--- src/rtl/core/npi_pkg.sv ---
// shared constants and opcodes of the nearest palette index unit
`default_nettype none
package npi_pkg;

    localparam int PALETTE_ENTRIES_DEF = 256;
    localparam int COMPONENT_BITS_DEF  = 5;

    localparam int IDX_W        = 8;
    localparam int PORT_COMP_W  = 5;
    localparam int COMP_MAX_W   = 8;
    localparam int DIST_OUT_W   = 12;

    localparam logic [DIST_OUT_W-1:0] DIST_SAT = 12'hFFF;

    localparam logic OP_WRITE = 1'b0;
    localparam logic OP_MAP   = 1'b1;

endpackage
`default_nettype wire

--- src/rtl/core/npi_dist_unit.sv ---
// two-stage squared rgb distance unit, one entry per cycle
`default_nettype none
module npi_dist_unit #(
    parameter int COMP_W = npi_pkg::COMPONENT_BITS_DEF
) (
    input  wire logic                  i_clk,
    input  wire logic [COMP_W-1:0]     i_pix_r,
    input  wire logic [COMP_W-1:0]     i_pix_g,
    input  wire logic [COMP_W-1:0]     i_pix_b,
    input  wire logic [COMP_W-1:0]     i_ent_r,
    input  wire logic [COMP_W-1:0]     i_ent_g,
    input  wire logic [COMP_W-1:0]     i_ent_b,
    output logic      [2*COMP_W+1:0]   o_dist
);
    localparam int SQ_W   = 2 * COMP_W;
    localparam int DIST_W = 2 * COMP_W + 2;

    logic [COMP_W-1:0] diff_r;
    logic [COMP_W-1:0] diff_g;
    logic [COMP_W-1:0] diff_b;
    logic [SQ_W-1:0]   r_sq_r;
    logic [SQ_W-1:0]   r_sq_g;
    logic [SQ_W-1:0]   r_sq_b;
    logic [DIST_W-1:0] r_sum;

    function automatic logic [COMP_W-1:0] abs_diff(input logic [COMP_W-1:0] a,
                                                   input logic [COMP_W-1:0] b);
        logic [COMP_W-1:0] d;
        d = (a > b) ? (a - b) : (b - a);
        return d;
    endfunction

    always_comb begin
        diff_r = abs_diff(i_pix_r, i_ent_r);
        diff_g = abs_diff(i_pix_g, i_ent_g);
        diff_b = abs_diff(i_pix_b, i_ent_b);
    end

    always_ff @(posedge i_clk) begin
        r_sq_r <= SQ_W'(diff_r) * SQ_W'(diff_r);
        r_sq_g <= SQ_W'(diff_g) * SQ_W'(diff_g);
        r_sq_b <= SQ_W'(diff_b) * SQ_W'(diff_b);
        r_sum  <= DIST_W'(r_sq_r) + DIST_W'(r_sq_g) + DIST_W'(r_sq_b);
    end

    assign o_dist = r_sum;

endmodule
`default_nettype wire

--- config.mk ---
export PLATFORM = sky130hd
export DESIGN_NAME = npi_dist_unit
export DESIGN_NICKNAME = d
export VERILOG_FILES = /design/src/rtl/core/npi_pkg.sv /design/src/rtl/core/npi_dist_unit.sv
export SDC_FILE = /design/constraint.sdc
export NUM_CORES = 1
export LEC_CHECK = 0
export ABC_AREA = 0
export BUFFER_PORTS_ARGS = -buffer_cell sky130_fd_sc_hd__buf_2
export CORE_MARGIN = 3
export CORE_UTILIZATION = 60
export CTS_BUF_LIST = sky130_fd_sc_hd__clkbuf_8
export CTS_CLUSTER_SIZE = 14
export DETAILED_ROUTE_END_ITERATION = 10
export PLACE_DENSITY = 0.81
export REMOVE_ABC_BUFFERS = 1
export SYNTH_ARGS = -nofsm -noshare
export SYNTH_HDL_FRONTEND = slang
export SYNTH_SLANG_ARGS = --single-unit
--- constraint.sdc ---
create_clock -name i_clk -period 5.4 [get_ports i_clk]
set_input_delay 0.54 -clock i_clk [delete_from_list [all_inputs] [get_ports i_clk]]
set_output_delay 0.54 -clock i_clk [all_outputs]
set_load 0.1 [all_outputs]
==> metrics.csv <==
stage,metric,value,unit
clocking,clockBufferDepth,2,
place,gp_congestion,0.805,
clocking,clk_latency,0.30,ns
die,die_h,86.5,µm
route,drc,0,
layout,nets,595,
die,io_pins,43,
critical_path,crit_fanout,7,
critical_path,slowest_stage,fa_1,
clocking,root_buffer,clkbuf_8,
pwr,seq_power_share,0.205,
grt,grt_overflow,0,
critical_path,end_kind,flip-flop,
grt,first_global_vias,3018,
critical_path,startpoint_type,input pin,
grt,grt_max_degree,13,
hold_path,hp-class,reg -> reg,
pwr,combPwrFrac,0.716,
layout,drive_gt1_frac,0.152,
die,die_area,7480,µm²
route,vias_per_cell,5.35,
grt,antenna_found_initial,0,
die,row_count,28,
critical_path,path_class,in -> reg,
critical_path,path_buf_inv,3,
pwr,power_density,564,nW/µm²
run,timing.max_cap.violations,0,
critical_path,worstSetupPathDepth,19,
timing,final.setup.tns,0,ns
timing,slew_violations,0,
synthesis,syn-cell-area,3890,µm²
layout,antenna_cells,0,
pwr,vdd_drop_max,0.616,mV
clocking,cts_setup_buffers,0,
synthesis,yosys_register_bits,39,
timing,hold_viol_final,0,
route,postRouteWirelength,7.11,mm
synthesis,ys_seq_area_frac,0.201,
pwr,p_switching,1.22,mW
clocking,clkTransAtPathRegs,0.07,ns
outcome,status,"finished, final reports clean",
synthesis,synthTopCellsByArea,"ha_1 (21%), dfxtp_1 (20%), fa_1 (13%)",
synthesis,synth-main-ff-cell,dfxtp_1,
synthesis,netlist_instances,423,
critical_path,rr_endpoint,o_dist[11],
timing,setup_viol,0,
pwr,finalPower,2.42,mW
synthesis,synth_warnings,0,
place,port_buffers,42,
route,wl_per_cell,12.9,µm
timing,rsz0062_at_grt,false,
critical_path,path_delay_family,adder cells,
hold_path,holdPathEnd,o_dist[0],
synthesis,syn_avg_cell_area,9.19,µm²
pwr,p_leak,2.35,nW
clocking,cts_max_level,2,
critical_path,worstPathArrival,4.93,ns
synthesis,synthArstFlopShare,0,
synthesis,yosysMostFrequentCell,ha_1,
layout,areaGrowthSynthToFinish,10.1,%
place,hpwlAfterDp,6.12,mm
hold_path,hp-start,r_sq_g[0],
synthesis,synth_top_area_frac,0.209,
route,drtIter0Drc,73,
critical_path,slowest_delay,0.53,ns
layout,utilization,0.702,
pwr,power_frac_clock,0.079,
critical_path,cp_common_cell,ha_1,
grt,grt_usage,0.211,
timing,min_period,4.70,ns
critical_path,r2r-start,r_sq_r[4],
route,firstDrtPassIters,5,
critical_path,cp_cell_sequence,"buf_2, inv_1, ha_1, and3_1, nand3_2, a2bb2o_1, o21a_1, mux2i_1, nand2_1, fa_1, fa_1, inv_1, ha_1, a21o_1, ha_1, a21oi_1, o21bai_1, a21oi_1, xnor2_1",
synthesis,yosysTopAreaCell,ha_1,
route,ant_nets,0,
die,start_util,0.638,
critical_path,cp_data_required_time,5.63,ns
pwr,p_int,1.19,mW
timing,fin_ws,0.700,ns
layout,fillers,472,
clocking,tritoncts,built,
timing,clock_skew,0.00326,ns
clocking,cts-resized-gates,0,
clocking,cts.sinks,39,
clocking,cts-buffers-inserted,5,
timing,max-slew-margin-rel,0.555,
place,place_ws,0.409,ns
critical_path,r2r_slack,2.84,ns
hold_path,whs_path_depth,3,
timing,worstMarginPinSlew,0.659,ns
die,core_area,6100,µm²
die,die-width,86.5,µm
route,num_vias,2940,
pwr,switching_share,0.507,
synthesis,synth_common_cells,"ha_1 (65), inv_1 (60), nor2_1 (41)",
clocking,cts_hold_buf,0,
grt,grt_pass1_wl,12.7,mm
critical_path,r2r_cells,9,
synthesis,synth-edff-count,0,
timing,fmax,213,MHz
synthesis,synth.distinct_cells,52,
timing,post-route-period-util,0.870,
## power by group through the flow
stage / Combinational [mW] / Clock [mW] / Sequential [mW]
2_1_floorplan: 1.11 / 0 / 0.797
5_1_grt: 1.96 / 0.211 / 0.512
6_report: 1.73 / 0.190 / 0.496
3_5_place_dp: 1.73 / 0 / 0.503
3_3_place_gp: 1.67 / 0 / 0.500
4_1_cts: 1.75 / 0.194 / 0.498
## final cells by class
cell class	count	area (µm²)	area share
multi-input combinational	323	2870	0.670
sequential	39	781	0.182
inverter	61	229	0.0535
timing repair buffer	44	225	0.0526
tap	75	93.8	0.0219
clock buffer	5	68.8	0.0161
clock inverter	3	15.0	0.00351
## per-layer routing
metal,routed length [µm],track usage,vias up
li1,-,-,1514
met1,3290,0.265,1375
met2,3490,0.371,45
met3,256,0.0418,6
met4,75,0.0510,0
met5,0,0,-
## through the flow
stage                     cells  hold WS, ns  cell area, µm²
after global placement      542        0.578            4200
after detailed placement    542        0.594            4200
after floorplan             423        0.549            3880
after global routing        550        0.633            4280
final                       550        0.598            4280
after CTS                   550        0.605            4280
## tightest hold or removal path, stage by stage, from the launching register on
cell,delay (ns)
dfxtp_1,0.30
inv_1,0.06
fa_1,0.16
inv_1,0.03
## registers in the layout (all words and copies together), names as in the netlist
register  count
o_dist       12
r_sq_b        9
r_sq_g        9
r_sq_r        9
## how the worst max path moves through the flow
stage,from,endpoint,slack [ns]
CTS,i_pix_g[2],r_sq_g[8],0.71
detailed placement,i_pix_g[2],r_sq_g[9],0.41
global placement,i_pix_g[2],r_sq_g[9],0.50
floorplan,i_pix_g[2],r_sq_g[9],0.89
finish,i_pix_g[2],r_sq_g[8],0.70
global route,i_pix_g[2],r_sq_g[8],0.43
## placed cells by master (no fill, tap or decap), drive strengths merged, types with 10 or more instances in the layout
cell | synthesis | layout
ha | 65 | 65
dfxtp | 39 | 39
a21o | 24 | 24
nor3 | 10 | 10
inv | 61 | 61
a21oi | 26 | 26
o21ai | 11 | 11
xnor2 | 22 | 22
fa | 25 | 25
nand2 | 18 | 18
xor2 | 11 | 11
nor2 | 41 | 41
buf | 2 | 44
## logic make-up after synthesis
family                     synth area share
and+or+nand+nor                       0.114
AOI/OAI and AO/OA                     0.172
adders and majority gates             0.338
buffers and inverters                0.0631
DFF                                   0.201
xor gates and xnor gates             0.0802
muxes                                0.0312
other                              0.000965
(Power assumes the default switching activity.)
