<file path="config.mk">
export PLATFORM = sky130hd
export DESIGN_NAME = npi_palette_mem
export DESIGN_NICKNAME = d
export VERILOG_FILES = /design/src/rtl/core/npi_pkg.sv /design/src/rtl/core/npi_palette_mem.sv
export SDC_FILE = /design/constraint.sdc
export NUM_CORES = 2
export LEC_CHECK = 0
export BUFFER_PORTS_ARGS = -buffer_cell sky130_fd_sc_hd__buf_2
export CORE_UTILIZATION = 40
export DETAILED_ROUTE_END_ITERATION = 6
export GPL_ROUTABILITY_DRIVEN = 0
export PLACE_DENSITY_LB_ADDON = 0.2
export RECOVER_POWER = 50
export SETUP_SLACK_MARGIN = 0.1
export SYNTH_ARGS = -nofsm -noshare
export SYNTH_HDL_FRONTEND = slang
export SYNTH_SLANG_ARGS = --single-unit
</file>
<file path="constraint.sdc">
create_clock -name i_clk -period 2.75 [get_ports i_clk]
set_clock_uncertainty 0.1 [all_clocks]
set_input_delay 0.1375 -clock i_clk [delete_from_list [all_inputs] [get_ports i_clk]]
set_output_delay 0.1375 -clock i_clk [all_outputs]
set_load 0.01 [all_outputs]
</file>
<file path="src/rtl/core/npi_pkg.sv">
// shared constants and opcodes of the nearest palette index unit
`default_nettype none
package npi_pkg;

    localparam int PALETTE_ENTRIES_DEF = 256;
    localparam int COMPONENT_BITS_DEF  = 5;

    localparam int IDX_W        = 8;
    localparam int PORT_COMP_W  = 5;
    localparam int COMP_MAX_W   = 8;
    localparam int DIST_OUT_W   = 12;

    localparam logic [DIST_OUT_W-1:0] DIST_SAT = 12'hFFF;

    localparam logic OP_WRITE = 1'b0;
    localparam logic OP_MAP   = 1'b1;

endpackage
`default_nettype wire

</file>
<file path="src/rtl/core/npi_palette_mem.sv">
// palette memory with one write port, one registered read port and reset valid bits
`default_nettype none
module npi_palette_mem #(
    parameter int ENTRIES = npi_pkg::PALETTE_ENTRIES_DEF,
    parameter int DATA_W  = 3 * npi_pkg::COMPONENT_BITS_DEF
) (
    input  wire logic                       i_clk,
    input  wire logic                       i_rst_n,
    input  wire logic                       i_wr_en,
    input  wire logic [$clog2(ENTRIES)-1:0] i_wr_addr,
    input  wire logic [DATA_W-1:0]          i_wr_data,
    input  wire logic [$clog2(ENTRIES)-1:0] i_rd_addr,
    output logic      [DATA_W-1:0]          o_rd_data
);
    logic [DATA_W-1:0] r_mem [ENTRIES];
    logic [ENTRIES-1:0] r_entry_valid;
    logic [DATA_W-1:0] r_rd_mem;
    logic              r_rd_valid;

    always_ff @(posedge i_clk) begin
        if (i_wr_en) begin
            r_mem[i_wr_addr] <= i_wr_data;
        end
        r_rd_mem <= r_mem[i_rd_addr];
    end

    always_ff @(posedge i_clk) begin
        if (!i_rst_n) begin
            r_entry_valid <= '0;
            r_rd_valid    <= 1'b0;
        end else begin
            if (i_wr_en) begin
                r_entry_valid[i_wr_addr] <= 1'b1;
            end
            r_rd_valid <= r_entry_valid[i_rd_addr];
        end
    end

    // never-written entries read as zero
    assign o_rd_data = r_rd_valid ? r_rd_mem : '0;

endmodule
`default_nettype wire

</file>
==> key figures <==
Drt
  – Final WL: around 440000 µm
  – Vias per inst: between 5 and 6
  – Initial DRC Count: roughly 8500
  – DRT Pass-1 Iters: 5
  – Vias: slightly below 80000
  – Drt wl/cell: around 31 µm
  – Antenna Nets Post-Route: 0
  – Residual DRC: 0

Synthesis
  – Ys Warns: 0
  – #FFs+latches synth: slightly above 4000
  – Asr flop ratio synth: 0%
  – Post-synth EDFFs: between 3000 and 4000
  – Mapped Area: around 0.16 mm²
  – Synth cell types: 46
  – Synth area leaders: edfxtp_1 (73%), mux4_2 (16%), dfxtp_1 (3.5%)
  – Yosys top cell area share: 73.3%
  – Fraction of synthesized area in multiplexers: around 18%
  – Simple-Gate Fraction of Synth Area: roughly 2.7%
  – Predominant post-synthesis flop cell: edfxtp_1
  – Avg Inst Size Synth: approximately 22 µm²
  – Synth Area in Adders: 0%
  – Compound-cell area share of the yosys netlist: under 10%
  – Top cell type by total area after synthesis: edfxtp_1
  – Post-synthesis xor/xnor area fraction: 0%
  – Largest family of logic cells by synthesized area: multiplexers
  – Sequential share of the synthesized area: 76.7%
  – Synthesized instance count: 7222
  – Synthesized Nets: ~7300

Status
  – Failing checks: capacitance limit, slew limit
  – Status: finished, violations left

Global routing
  – Total gr overflow: 0
  – Met2 Use GR: approximately 36%
  – Met3 Use GR: around 3.4%
  – Largest net degree at the start of global routing: roughly 110
  – Layer with the highest usage: met2
  – Antenna violations before repair: 23
  – GRT Total Usage: roughly 22%
  – First-pass GRT wire length: slightly above 600000 µm
  – GR Util met1: 30.3%
  – Vias in the first global route: around 80000

Hold path
  – WHS Path Cells: 2
  – Hold EP: r_mem[231][11]
  – HP Class: in -> reg
  – Hold path startpoint: i_wr_data[11]

Clock tree
  – Worst-Skew Late Latency: between 1 and 1.5 ns
  – CTS Buffer Depth: 4
  – TritonCTS Buffers: roughly 430
  – CTS HTree Levels: 5
  – Clk slew on worst S/H paths: 0.06 ns
  – Clock Sinks: roughly 4100
  – Root Driver: clkbuf_16
  – CTS tree: done

Critical path
  – Slowest cell on crit path: clkbuf_1
  – WS Path Type: in -> reg
  – Worst r2r path cells: 6
  – Largest stage delay, worst path: about 0.94 ns
  – CP most frequent cell: clkbuf_1
  – CP Launch Type: primary input
  – Capturing point of the worst reg2reg path: r_rd_mem[13]
  – CP cell instances: dlygate4sd3_1 -> clkbuf_1 -> nor2b_1 -> nand3_1 -> buf_4 -> nor2_1 -> clkbuf_1
  – R2R Setup Slk: approximately 0.18 ns
  – Worst Path Required: around 3.2 ns
  – CP arrival: around 3.1 ns
  – Worst r2r src: r_mem[83][13]
  – Crit. End Element: flip-flop
  – Worst-path fanout max: 16

Place
  – HPWL after DPL: about 270000 µm
  – DP Area: 0.172 mm²
  – IO buf count: 48

STA
  – Slew HR: -65.4%
  – Period utilisation layout: between 90 and 100%
  – RSZ-0062 raised after global routing: true
  – Fmax: between 300 and 400 MHz
  – Setup violators final: 0
  – Slew @ Worst Pin: around 2.5 ns
  – Final Hold Viols: 0
  – Minimum clock period: 2.68 ns
  – Setup total negative slack: 0 ns
  – Fin Hold WS: a little under 0.08 ns
  – Max-slew violations: 1381

Floorplan
  – I/O pins: between 40 and 50
  – Die Ht: 629 µm
  – Die Area: roughly 0.4 mm²
  – Starting Density: between 40% and 50%
  – Core outline area: between 0.3 and 0.4 mm²
  – Row Count: between 200 and 250
  – Die Wd: ~630 µm

Cells and area
  – Nets: 8293
  – Design area: roughly 0.19 mm²
  – Area Growth Syn to Fin: 17.9%
  – Fraction of layout cells with a size suffix above 1: around 33%

Pwr
  – Pleak: roughly 60 nW
  – P per Cell Area: 711 mW/mm²
  – Post-layout total power: roughly 130 mW
  – Peak VDD IR: approximately 0.0006 V

Flow run
  – Max cap viols: 19
[cells by family (layout without fill, tap and decap cells)]
logic type             after synthesis  in the layout
AOI/OAI and AO/OA                  280            280
buffers and inverters              420           1819
DFF                               4112           4112
muxes                             1345           1345
other                                0             22
and+or+nand+nor                   1065           1065
[metal layers]
layer	vias up	routed length, µm
li1	32138	-
met1	42372	182000
met3	577	27800
met4	2	12700
met2	2703	212000
met5	-	20
[registers in the layout, summed over array words and instances, names as in the netlist]
| name | count |
|---|---|
| r_rd_valid | 1 |
| r_mem | 3840 |
| r_entry_valid | 256 |
| r_rd_mem | 15 |
[how the worst max path moves through the flow]
stage / start / to / cells after the start / slack (ns)
final: i_wr_addr[4] / r_mem[165][1] / 7 / 0.07
after floorplan: i_wr_en / r_mem[207][0] / 5 / 0.19
after CTS: r_rd_valid / o_rd_data[10] / 2 / 0.03
after global routing: i_wr_data[6] / r_mem[177][6] / 3 / 0.03
after global placement: i_rd_addr[0] / r_rd_mem[9] / 12 / -0.84
after detailed placement: i_rd_addr[0] / r_rd_mem[9] / 12 / -0.79
[metrics by stage]
step | setup slack (ns) | util [%] | cells
after floorplan | 0.194 | - | 7222
after global placement | -0.839 | 44.0 | 12989
after detailed placement | -0.791 | 44.0 | 12989
after CTS | 0.0264 | 47.6 | 13818
after global routing | 0.0329 | 47.5 | 13830
final | 0.0672 | 47.5 | 13840
[synthesized netlist by cell type, types with 2 or more instances]
master	number
a211oi_1	4
edfxtp_1	3840
nand2b_1	3
nor3_1	5
a2111oi_0	3
buf_2	97
or4_1	30
buf_6	45
or3_1	5
buf_4	63
nor2_1	797
mux4_2	1135
a21oi_1	66
o221ai_1	8
clkbuf_1	166
nand3_1	30
o22ai_1	67
nand2_1	149
inv_1	4
dfxtp_1	272
clkbuf_4	2
mux2i_1	210
a22o_1	2
nor2b_1	13
buf_1	11
a32oi_1	60
buf_8	16
a22oi_1	64
nand4_1	10
and2_1	16
buf_12	14
[where the power goes]
part	total (mW)	switching [mW]	internal (mW)
clock	56.4	24.3	32.1
combinational	6.86	4.08	2.78
sequential	68.7	0.112	68.6
total	132	28.5	103
[cells in the final DEF, fill, tap and decap left out, types with 91 or more instances in the layout]
cell / Yosys / routed
nor2_1: 797 / 704
mux4_2: 1135 / 1135
clkbuf_16: 0 / 435
nor2_2: 0 / 91
buf_4: 63 / 673
nand2_1: 149 / 148
edfxtp_1: 3840 / 3840
buf_12: 14 / 204
dfxtp_1: 272 / 271
clkbuf_1: 166 / 129
mux2i_1: 210 / 210
[worst max-delay path, delay by kind of cell]
family                 cells  cell delay, ns
buffers and inverters      4            2.05
and+or+nand+nor            3            0.90
[repair_timing]
action | CTS | global route
hold buffers | 40 | 0
resized for setup | 9 | 6
buffers inserted | 0 | 0
hold endpoints to repair | 4772 | 0
setup endpoints to repair | 18 | 6
[cell type report]
cell class	count	area, µm²
timing repair buffer	1025	10100
fill	32042	205000
clock inverter	210	1920
antenna	22	55.1
multi-input combinational	2690	34300
inverter	5	33.8
tap	5197	6500
sequential	4112	121000
clock buffer	579	11800
No activity file was read; power rests on OpenSTA's default activity.
